==> src/rtl/gfl_pkg.sv <==
// shared constants, codes and pipeline types for the gradient fill line generator
package gfl_pkg;

  localparam int COORD_W    = 16;
  localparam int EXT_W      = 12;
  localparam int CH_W       = 8;
  localparam int NUM_CH     = 3;
  localparam int COLOR_W    = NUM_CH * CH_W;
  localparam int MAX_EXTENT = 4095;
  localparam int QUO_W      = CH_W;
  localparam int NUM_CELLS  = QUO_W;
  localparam int REM_W      = CH_W + EXT_W;
  localparam int DIV_W      = EXT_W + QUO_W - 1;

  typedef enum logic [1:0] {
    DIR_TOP_DOWN   = 2'd0,
    DIR_LEFT_RIGHT = 2'd1,
    DIR_BOTTOM_UP  = 2'd2,
    DIR_RIGHT_LEFT = 2'd3
  } dir_t;

  typedef struct packed {
    logic                                line_ok;
    logic [COORD_W-1:0]                  x0;
    logic [COORD_W-1:0]                  y0;
    logic [COORD_W-1:0]                  x1;
    logic [COORD_W-1:0]                  y1;
    logic [NUM_CH-1:0][CH_W-1:0]         base;
    logic [NUM_CH-1:0]                   neg;
    logic [NUM_CH-1:0][REM_W-1:0]        rem;
    logic [NUM_CH-1:0][QUO_W-1:0]        quo;
    logic [DIV_W-1:0]                    div;
  } stage_t;

endpackage

==> src/rtl/gfl_in_if.sv <==
// input channel: one rectangle and gradient step per beat
interface gfl_in_if;
  logic                               valid;
  logic                               ready;
  logic signed [gfl_pkg::COORD_W-1:0] rect_x;
  logic signed [gfl_pkg::COORD_W-1:0] rect_y;
  logic [gfl_pkg::EXT_W-1:0]          rect_width;
  logic [gfl_pkg::EXT_W-1:0]          rect_height;
  logic [gfl_pkg::COLOR_W-1:0]        start_color;
  logic [gfl_pkg::COLOR_W-1:0]        end_color;
  logic [1:0]                         direction;
  logic [gfl_pkg::EXT_W-1:0]          step_index;

  modport source (output valid, rect_x, rect_y, rect_width, rect_height, start_color,
                  end_color, direction, step_index, input ready);
  modport sink (input valid, rect_x, rect_y, rect_width, rect_height, start_color,
                end_color, direction, step_index, output ready);
endinterface

==> src/rtl/gfl_out_if.sv <==
// output channel: one fill line per beat
interface gfl_out_if;
  logic                               valid;
  logic                               ready;
  logic signed [gfl_pkg::COORD_W-1:0] line_x0;
  logic signed [gfl_pkg::COORD_W-1:0] line_y0;
  logic signed [gfl_pkg::COORD_W-1:0] line_x1;
  logic signed [gfl_pkg::COORD_W-1:0] line_y1;
  logic [gfl_pkg::CH_W-1:0]           red_out;
  logic [gfl_pkg::CH_W-1:0]           green_out;
  logic [gfl_pkg::CH_W-1:0]           blue_out;
  logic                               line_valid;

  modport source (output valid, line_x0, line_y0, line_x1, line_y1, red_out, green_out,
                  blue_out, line_valid, input ready);
  modport sink (input valid, line_x0, line_y0, line_x1, line_y1, red_out, green_out,
                blue_out, line_valid, output ready);
endinterface

==> src/rtl/gfl_prep.sv <==
// front stage: line geometry, extent check and colour difference products
module gfl_prep (
  input  logic             clk,
  input  logic             rst,
  input  logic             en,
  gfl_in_if.sink           item,
  output logic             vld,
  output gfl_pkg::stage_t  st
);

  logic                              vert;
  logic [gfl_pkg::EXT_W-1:0]         ext;
  logic [gfl_pkg::EXT_W-1:0]         row;
  logic [gfl_pkg::EXT_W-1:0]         col;
  logic [gfl_pkg::COORD_W-1:0]       x;
  logic [gfl_pkg::COORD_W-1:0]       y;
  logic [gfl_pkg::COORD_W-1:0]       far_x;
  logic [gfl_pkg::COORD_W-1:0]       far_y;
  logic [gfl_pkg::CH_W-1:0]          ca;
  logic [gfl_pkg::CH_W-1:0]          cb;
  logic [gfl_pkg::CH_W-1:0]          mag;
  gfl_pkg::stage_t                   st_next;

  assign item.ready = en;

  always_comb begin
    ca  = '0;
    cb  = '0;
    mag = '0;
    x     = item.rect_x;
    y     = item.rect_y;
    vert  = (item.direction == gfl_pkg::DIR_TOP_DOWN) ||
            (item.direction == gfl_pkg::DIR_BOTTOM_UP);
    ext   = vert ? item.rect_height : item.rect_width;
    row   = (item.direction == gfl_pkg::DIR_TOP_DOWN) ? item.step_index
          : item.rect_height - 12'd1 - item.step_index;
    col   = (item.direction == gfl_pkg::DIR_LEFT_RIGHT) ? item.step_index
          : item.rect_width - 12'd1 - item.step_index;
    far_x = x + gfl_pkg::COORD_W'(item.rect_width) - 16'd1;
    far_y = y + gfl_pkg::COORD_W'(item.rect_height) - 16'd1;

    st_next.line_ok = (ext != '0) &&
                      ({1'b0, ext} <= (gfl_pkg::EXT_W+1)'(gfl_pkg::MAX_EXTENT)) &&
                      (item.step_index < ext);
    if (vert) begin
      st_next.x0 = x;
      st_next.x1 = far_x;
      st_next.y0 = y + gfl_pkg::COORD_W'(row);
      st_next.y1 = y + gfl_pkg::COORD_W'(row);
    end else begin
      st_next.x0 = x + gfl_pkg::COORD_W'(col);
      st_next.x1 = x + gfl_pkg::COORD_W'(col);
      st_next.y0 = y;
      st_next.y1 = far_y;
    end

    for (int c = 0; c < gfl_pkg::NUM_CH; c++) begin
      ca  = item.start_color[(gfl_pkg::NUM_CH-1-c)*gfl_pkg::CH_W +: gfl_pkg::CH_W];
      cb  = item.end_color[(gfl_pkg::NUM_CH-1-c)*gfl_pkg::CH_W +: gfl_pkg::CH_W];
      mag = (cb < ca) ? ca - cb : cb - ca;
      st_next.base[c] = ca;
      st_next.neg[c]  = cb < ca;
      st_next.rem[c]  = gfl_pkg::REM_W'(mag) * gfl_pkg::REM_W'(item.step_index);
      st_next.quo[c]  = '0;
    end
    st_next.div = {ext, {(gfl_pkg::QUO_W-1){1'b0}}};
  end

  always_ff @(posedge clk) begin
    if (rst) begin
      vld <= 1'b0;
    end else if (en) begin
      vld <= item.valid;
    end
  end

  always_ff @(posedge clk) begin
    if (en) begin
      st <= st_next;
    end
  end

endmodule

==> src/rtl/gfl_cell.sv <==
// one restoring division step for all three channels, passing the line along
module gfl_cell (
  input  logic             clk,
  input  logic             rst,
  input  logic             en,
  input  logic             vld_in,
  input  gfl_pkg::stage_t  st_in,
  output logic             vld,
  output gfl_pkg::stage_t  st
);

  gfl_pkg::stage_t st_next;

  always_comb begin
    st_next     = st_in;
    st_next.div = st_in.div >> 1;
    for (int c = 0; c < gfl_pkg::NUM_CH; c++) begin
      if ({1'b0, st_in.div} <= st_in.rem[c]) begin
        st_next.rem[c] = st_in.rem[c] - gfl_pkg::REM_W'(st_in.div);
        st_next.quo[c] = {st_in.quo[c][gfl_pkg::QUO_W-2:0], 1'b1};
      end else begin
        st_next.quo[c] = {st_in.quo[c][gfl_pkg::QUO_W-2:0], 1'b0};
      end
    end
  end

  always_ff @(posedge clk) begin
    if (rst) begin
      vld <= 1'b0;
    end else if (en) begin
      vld <= vld_in;
    end
  end

  always_ff @(posedge clk) begin
    if (en) begin
      st <= st_next;
    end
  end

endmodule

==> src/rtl/gradient_fill_line_generator.sv <==
// top level: front stage, chain of divider cells and output register
// Usage:
//   item carries one rectangle, two RGB colours, a direction and a step
//   index per beat; line returns one fill line per beat, in order: its
//   endpoints, its colour and line_valid. A line that does not exist (step
//   at or beyond the extent) comes back with line_valid low and all other
//   fields zero.
// Pipeline: front stage, eight divider cells and output register, from
//   the item beat to the line beat. Throughput: one item per cycle when
//   not stalled. Each divider cell settles one quotient bit of all three
//   colour channels and hands the line on to the next cell.
// Stall: while line is valid and not taken, the whole pipeline holds and
//   item.ready is low; otherwise item.ready is high, bubbles included.
// Reset: rst, synchronous, empties the pipeline and drops line.valid; the
//   block takes items in the first cycle after reset.
module gradient_fill_line_generator (
  input  logic      clk,
  input  logic      rst,
  gfl_in_if.sink    item,
  gfl_out_if.source line
);

  logic                                 en;
  logic [gfl_pkg::NUM_CELLS:0]          vld;
  gfl_pkg::stage_t                      st [gfl_pkg::NUM_CELLS+1];
  gfl_pkg::stage_t                      last;
  logic [gfl_pkg::NUM_CH-1:0][gfl_pkg::CH_W-1:0] colour;

  assign en   = !line.valid || line.ready;
  assign last = st[gfl_pkg::NUM_CELLS];

  gfl_prep u_prep (
    .clk  (clk),
    .rst  (rst),
    .en   (en),
    .item (item),
    .vld  (vld[0]),
    .st   (st[0])
  );

  for (genvar i = 0; i < gfl_pkg::NUM_CELLS; i++) begin : g_cell
    gfl_cell u_cell (
      .clk    (clk),
      .rst    (rst),
      .en     (en),
      .vld_in (vld[i]),
      .st_in  (st[i]),
      .vld    (vld[i+1]),
      .st     (st[i+1])
    );
  end

  always_comb begin
    for (int c = 0; c < gfl_pkg::NUM_CH; c++) begin
      colour[c] = last.neg[c] ? last.base[c] - last.quo[c] : last.base[c] + last.quo[c];
    end
  end

  always_ff @(posedge clk) begin
    if (rst) begin
      line.valid <= 1'b0;
    end else if (en) begin
      line.valid <= vld[gfl_pkg::NUM_CELLS];
    end
  end

  always_ff @(posedge clk) begin
    if (en) begin
      line.line_valid <= last.line_ok;
      line.line_x0    <= last.line_ok ? last.x0 : '0;
      line.line_y0    <= last.line_ok ? last.y0 : '0;
      line.line_x1    <= last.line_ok ? last.x1 : '0;
      line.line_y1    <= last.line_ok ? last.y1 : '0;
      line.red_out    <= last.line_ok ? colour[0] : '0;
      line.green_out  <= last.line_ok ? colour[1] : '0;
      line.blue_out   <= last.line_ok ? colour[2] : '0;
    end
  end

  a_reset_empty: assert property (@(posedge clk) rst |=> !line.valid)
    else $error("line beat present right after reset");

  a_last_cell_reaches_out: assert property (@(posedge clk) disable iff (rst)
    vld[gfl_pkg::NUM_CELLS] && en |=> line.valid)
    else $error("beat from last cell lost");

  a_invalid_zero: assert property (@(posedge clk) disable iff (rst)
    line.valid && !line.line_valid |-> line.line_x0 == '0 && line.line_y0 == '0 &&
      line.line_x1 == '0 && line.line_y1 == '0 && line.red_out == '0 &&
      line.green_out == '0 && line.blue_out == '0)
    else $error("missing line carries non-zero fields");

  a_stall_holds_ready: assert property (@(posedge clk) disable iff (rst)
    line.valid && !line.ready |-> !item.ready)
    else $error("item taken while pipeline stalled");

endmodule
==> src/flat_wrapper.sv <==
// flat-port wrapper written by rule: the top's interface ports become plain ports
module gradient_fill_line_generator_flat 
  (clk, rst, item_valid, item_rect_x, item_rect_y, item_rect_width, item_rect_height, item_start_color, item_end_color, item_direction, item_step_index, item_ready, line_valid, line_line_x0, line_line_y0, line_line_x1, line_line_y1, line_red_out, line_green_out, line_blue_out, line_line_valid, line_ready);
  gfl_in_if item_i ();
  gfl_out_if line_i ();
  input  logic clk;
  input  logic rst;
  input wire logic [$bits(item_i.valid)-1:0] item_valid;
  input wire logic [$bits(item_i.rect_x)-1:0] item_rect_x;
  input wire logic [$bits(item_i.rect_y)-1:0] item_rect_y;
  input wire logic [$bits(item_i.rect_width)-1:0] item_rect_width;
  input wire logic [$bits(item_i.rect_height)-1:0] item_rect_height;
  input wire logic [$bits(item_i.start_color)-1:0] item_start_color;
  input wire logic [$bits(item_i.end_color)-1:0] item_end_color;
  input wire logic [$bits(item_i.direction)-1:0] item_direction;
  input wire logic [$bits(item_i.step_index)-1:0] item_step_index;
  output wire logic [$bits(item_i.ready)-1:0] item_ready;
  output wire logic [$bits(line_i.valid)-1:0] line_valid;
  output wire logic [$bits(line_i.line_x0)-1:0] line_line_x0;
  output wire logic [$bits(line_i.line_y0)-1:0] line_line_y0;
  output wire logic [$bits(line_i.line_x1)-1:0] line_line_x1;
  output wire logic [$bits(line_i.line_y1)-1:0] line_line_y1;
  output wire logic [$bits(line_i.red_out)-1:0] line_red_out;
  output wire logic [$bits(line_i.green_out)-1:0] line_green_out;
  output wire logic [$bits(line_i.blue_out)-1:0] line_blue_out;
  output wire logic [$bits(line_i.line_valid)-1:0] line_line_valid;
  input wire logic [$bits(line_i.ready)-1:0] line_ready;
  assign item_i.valid = item_valid;
  assign item_i.rect_x = item_rect_x;
  assign item_i.rect_y = item_rect_y;
  assign item_i.rect_width = item_rect_width;
  assign item_i.rect_height = item_rect_height;
  assign item_i.start_color = item_start_color;
  assign item_i.end_color = item_end_color;
  assign item_i.direction = item_direction;
  assign item_i.step_index = item_step_index;
  assign item_ready = item_i.ready;
  assign line_valid = line_i.valid;
  assign line_line_x0 = line_i.line_x0;
  assign line_line_y0 = line_i.line_y0;
  assign line_line_x1 = line_i.line_x1;
  assign line_line_y1 = line_i.line_y1;
  assign line_red_out = line_i.red_out;
  assign line_green_out = line_i.green_out;
  assign line_blue_out = line_i.blue_out;
  assign line_line_valid = line_i.line_valid;
  assign line_i.ready = line_ready;
  gradient_fill_line_generator u_core (.clk(clk), .rst(rst), .item(item_i), .line(line_i));
endmodule
==> config.mk <==
export PLATFORM = sky130hd
export DESIGN_NAME = gradient_fill_line_generator_flat
export DESIGN_NICKNAME = d
export VERILOG_FILES = /design/src/rtl/gfl_pkg.sv /design/src/rtl/gfl_in_if.sv /design/src/rtl/gfl_out_if.sv /design/src/rtl/gfl_prep.sv /design/src/rtl/gfl_cell.sv /design/src/rtl/gradient_fill_line_generator.sv /design/src/flat_wrapper.sv
export SDC_FILE = /design/constraint.sdc
export NUM_CORES = 2
export LEC_CHECK = 0
export BUFFER_PORTS_ARGS = -buffer_cell sky130_fd_sc_hd__buf_2
export CORE_MARGIN = 2
export CORE_UTILIZATION = 54
export CTS_CLUSTER_SIZE = 16
export DETAILED_ROUTE_END_ITERATION = 12
export PLACE_DENSITY = 0.7
export SETUP_SLACK_MARGIN = 0.3
export SLEW_MARGIN = 20
export SYNTH_ARGS = -nofsm -noshare
export SYNTH_HDL_FRONTEND = slang
export SYNTH_SLANG_ARGS = --single-unit
==> constraint.sdc <==
create_clock -name clk -period 58.1 [get_ports clk]
set_input_delay 0 -clock clk [delete_from_list [all_inputs] [get_ports clk]]
set_output_delay 0 -clock clk [all_outputs]
set_load 0.03 [all_outputs]
==> flow_summary.ini <==
[floorplan]
coreArea_um2 = 156000
die_w_um = 400
die_y_um = 400
initial_core_util = 0.543
die_area_um2 = 160000
io_pins = 213
core.rowCount = 145

[yosys]
synth_seq_area_share = 0.569
ys_warn_count = 0
postSynthCellCount = 6772
synthesis.area_um2 = 84900
synth_fp_nets = 7704
synth-edff-count = 1601
synth_ff_type = edfxtp_1
synthArstFlopShare = 0
synth_cell_types = 88
ys_ff_latch = 1611
syn_avg_cell_area_um2 = 12.5

[route]
drt_pass1_iterations = 7
drt_iter0_markers = 3605
vias = 51400
drc = 0
viasPerCell = 5.50
postRouteAntennaNets = 0
wl_um = 182000
wl_per_cell_um = 19.5

[clock_tree]
clk_latency_ns = 0.81
cts_tree = done
cts.clk_slew.worst_paths_ns = 0.06
cts.path.max_buffers = 3
root_buffer = clkbuf_16
numCtsBuffers = 163
cts_sinks = 1611
postCtsResizedCells = 0
postCtsSetupBuffers = 0
cts_max_level = 4

[worst_setup_path]
required_ns = 58.64
cp.depth = 27
r2r-start = u_core.line.valid
cp_max_fo = 32
crit_buf_inv = 5
arrival_ns = 7.99
max_stage_delay_ns = 0.86
crit_start = item_start_color[15]
rr_worst_depth = 7
cp-start-kind = primary input
cp-end-kind = flip-flop
cp_slowest_cell = ha_1
critical_path_class = in -> reg
critPathTopFamily = adder cells

[timing]
rsz0062_at_grt = false
fin_skew_ns = 0.0562
setup_viol = 0
period_share = 0.128
max_freq_mhz = 134
tightest_slew_ns = 1.12
maxSlewViolCount = 0
hold_viol = 0
setup_tns_ns = 0
relSlewSlack = 0.249
period_needed_ns = 7.45
finalWorstSetupSlack_ns = 50.65

[grt]
grt_use_total = 0.229
grt_pass1_vias = 51600
antenna_found_initial = 5
grt_first_pass_wirelength_um = 287000
grt_overflow = 0
grt_max_degree = 204

[pwr]
power_density_nw_per_um2 = 54.3
ir_worst_vdd_v = 0.0000464
fin_total_pwr_w = 0.00515
p_leak_nw = 39.5

[placement]
hpwlAfterDp_um = 133000
place.gp.congestion = 0.907
place_ws_ns = 50.47
portBuffers = 212
placed_cells = 8902

[job]
max-cap-violations = 0

[min_path]
hold_depth = 3
hold_path_class = in -> reg
hold_start = item_rect_x[15]

[finish]
fin_cells = 9332
syn2layout_area_growth_pct = 11.6
final_nets = 8073
nFillCells = 12100
drive_gt1_frac = 0.0754

[outcome]
status = complete, no violations
-- cells in the mapped netlist (142+ instances only) --
cell / instances / area (µm²)
clkbuf_1: 142 / 533
ha_1: 594 / 7430
edfxtp_1: 1601 / 48100
nor2_1: 457 / 1720
and2_1: 240 / 1500
fa_1: 216 / 4320
xnor2_1: 239 / 2090
nand2_1: 358 / 1340
xor2_1: 153 / 1340
a21oi_1: 365 / 1830
a21o_1: 159 / 1190
o21ai_0: 156 / 781
inv_1: 651 / 2440
-- metrics by stage --
stage               area, µm²   util  hold WS (ns)
finish                  94700  0.606        0.0796
global route            94700  0.606        0.0413
detailed placement      88100  0.564         0.195
global placement        88100  0.564         0.192
floorplan               84900      -        0.0989
CTS                     94700  0.606        0.0194
-- power breakdown --
group | switching [W] | total (W) | leakage [nW] | internal, W
Sequential | 0.000179 | 0.00197 | 17.1 | 0.00179
Clock | 0.000445 | 0.00101 | 2.49 | 0.000562
Combinational | 0.00122 | 0.00217 | 19.9 | 0.000951
-- placed cells by master (no fill, tap or decap), types with 25 or more instances in the layout --
| cell type | n |
|---|---|
| a21o_1 | 159 |
| o211ai_1 | 49 |
| mux2_1 | 80 |
| clkbuf_16 | 164 |
| nor2b_1 | 101 |
| clkbuf_1 | 32 |
| nand2_1 | 358 |
| dlygate4sd3_1 | 132 |
| nor3_1 | 85 |
| and2_1 | 240 |
| a31oi_1 | 56 |
| a211oi_1 | 31 |
| o21ai_1 | 136 |
| buf_4 | 39 |
| inv_1 | 651 |
| nor4_1 | 36 |
| o21a_1 | 65 |
| edfxtp_1 | 1601 |
| nand3b_1 | 55 |
| xnor2_1 | 237 |
| mux2i_1 | 51 |
| ha_1 | 594 |
| clkinv_1 | 40 |
| or3_1 | 33 |
| fa_1 | 216 |
| nand3_1 | 114 |
| o21ai_0 | 156 |
| o21bai_1 | 25 |
| a21oi_1 | 364 |
| buf_2 | 211 |
| nand2b_1 | 93 |
| nor2_1 | 457 |
| nand4_1 | 47 |
| xor2_1 | 153 |
-- worst min-delay path, delay by kind of cell --
kind / cells / cell delay, ns
buffers and inverters: 2 / 0.66
XOR/XNOR: 1 / 0.11
-- final timing paths --
| kind | slack (ns) | to |
|---|---|---|
| max | 50.65 | u_core.u_prep.st[82] |
| min | 0.08 | u_core.u_prep.st[161] |
| max reg2reg | 52.13 | u_core.u_prep.st[126] |
| min reg2reg | 0.38 | u_core.g_cell[5].u_cell.st[38] |
-- cell type report --
| cell class | instances | area (µm²) | share of cell area |
|---|---|---|---|
| Tap cell | 2058 | 2570 | 0.0272 |
| Clock inverter | 98 | 988 | 0.0104 |
| Antenna cell | 4 | 10.0 | 0.000106 |
| Timing Repair Buffer | 387 | 2750 | 0.0291 |
| Multi-Input combinational cell | 4312 | 33400 | 0.353 |
| Clock buffer | 196 | 4220 | 0.0446 |
| Inverter | 666 | 2510 | 0.0265 |
| Sequential cell | 1611 | 48300 | 0.510 |
-- layer usage --
layer | track usage | vias up | part of all wire
met5 | 0 | - | 0.00013
met4 | 0.0836 | 4 | 0.036
met3 | 0.0331 | 307 | 0.042
met2 | 0.384 | 1179 | 0.48
met1 | 0.306 | 24800 | 0.44
li1 | - | 25100 | -
-- cells by family (layout without fill, tap and decap cells) --
logic type,after synthesis,count (layout),share of synthesized area
other cells,0,4,0
flops,1611,1611,0.569
simple gates,1719,1719,0.102
fa+ha+maj,810,810,0.139
buf+inv,849,1347,0.0382
compound gates,1236,1236,0.0918
mux,155,155,0.0198
xor+xnor,392,392,0.0405
-- state kept, by name, summed over array words and instances (netlist names), 16 cells and up --
register                 flops
u_core.line.line_y0         16
u_core.line.line_x0         16
u_core.line.line_x1         16
u_core.u_prep.st           164
u_core.g_cell.u_cell.st   1348
u_core.line.line_y1         16
-- timing repair --
action                     4_1_cts  5_1_grt
hold buffers                   132        0
setup endpoints to repair        0        0
hold endpoints to repair       108        0
Note: power is estimated with default switching activity, not from simulation.
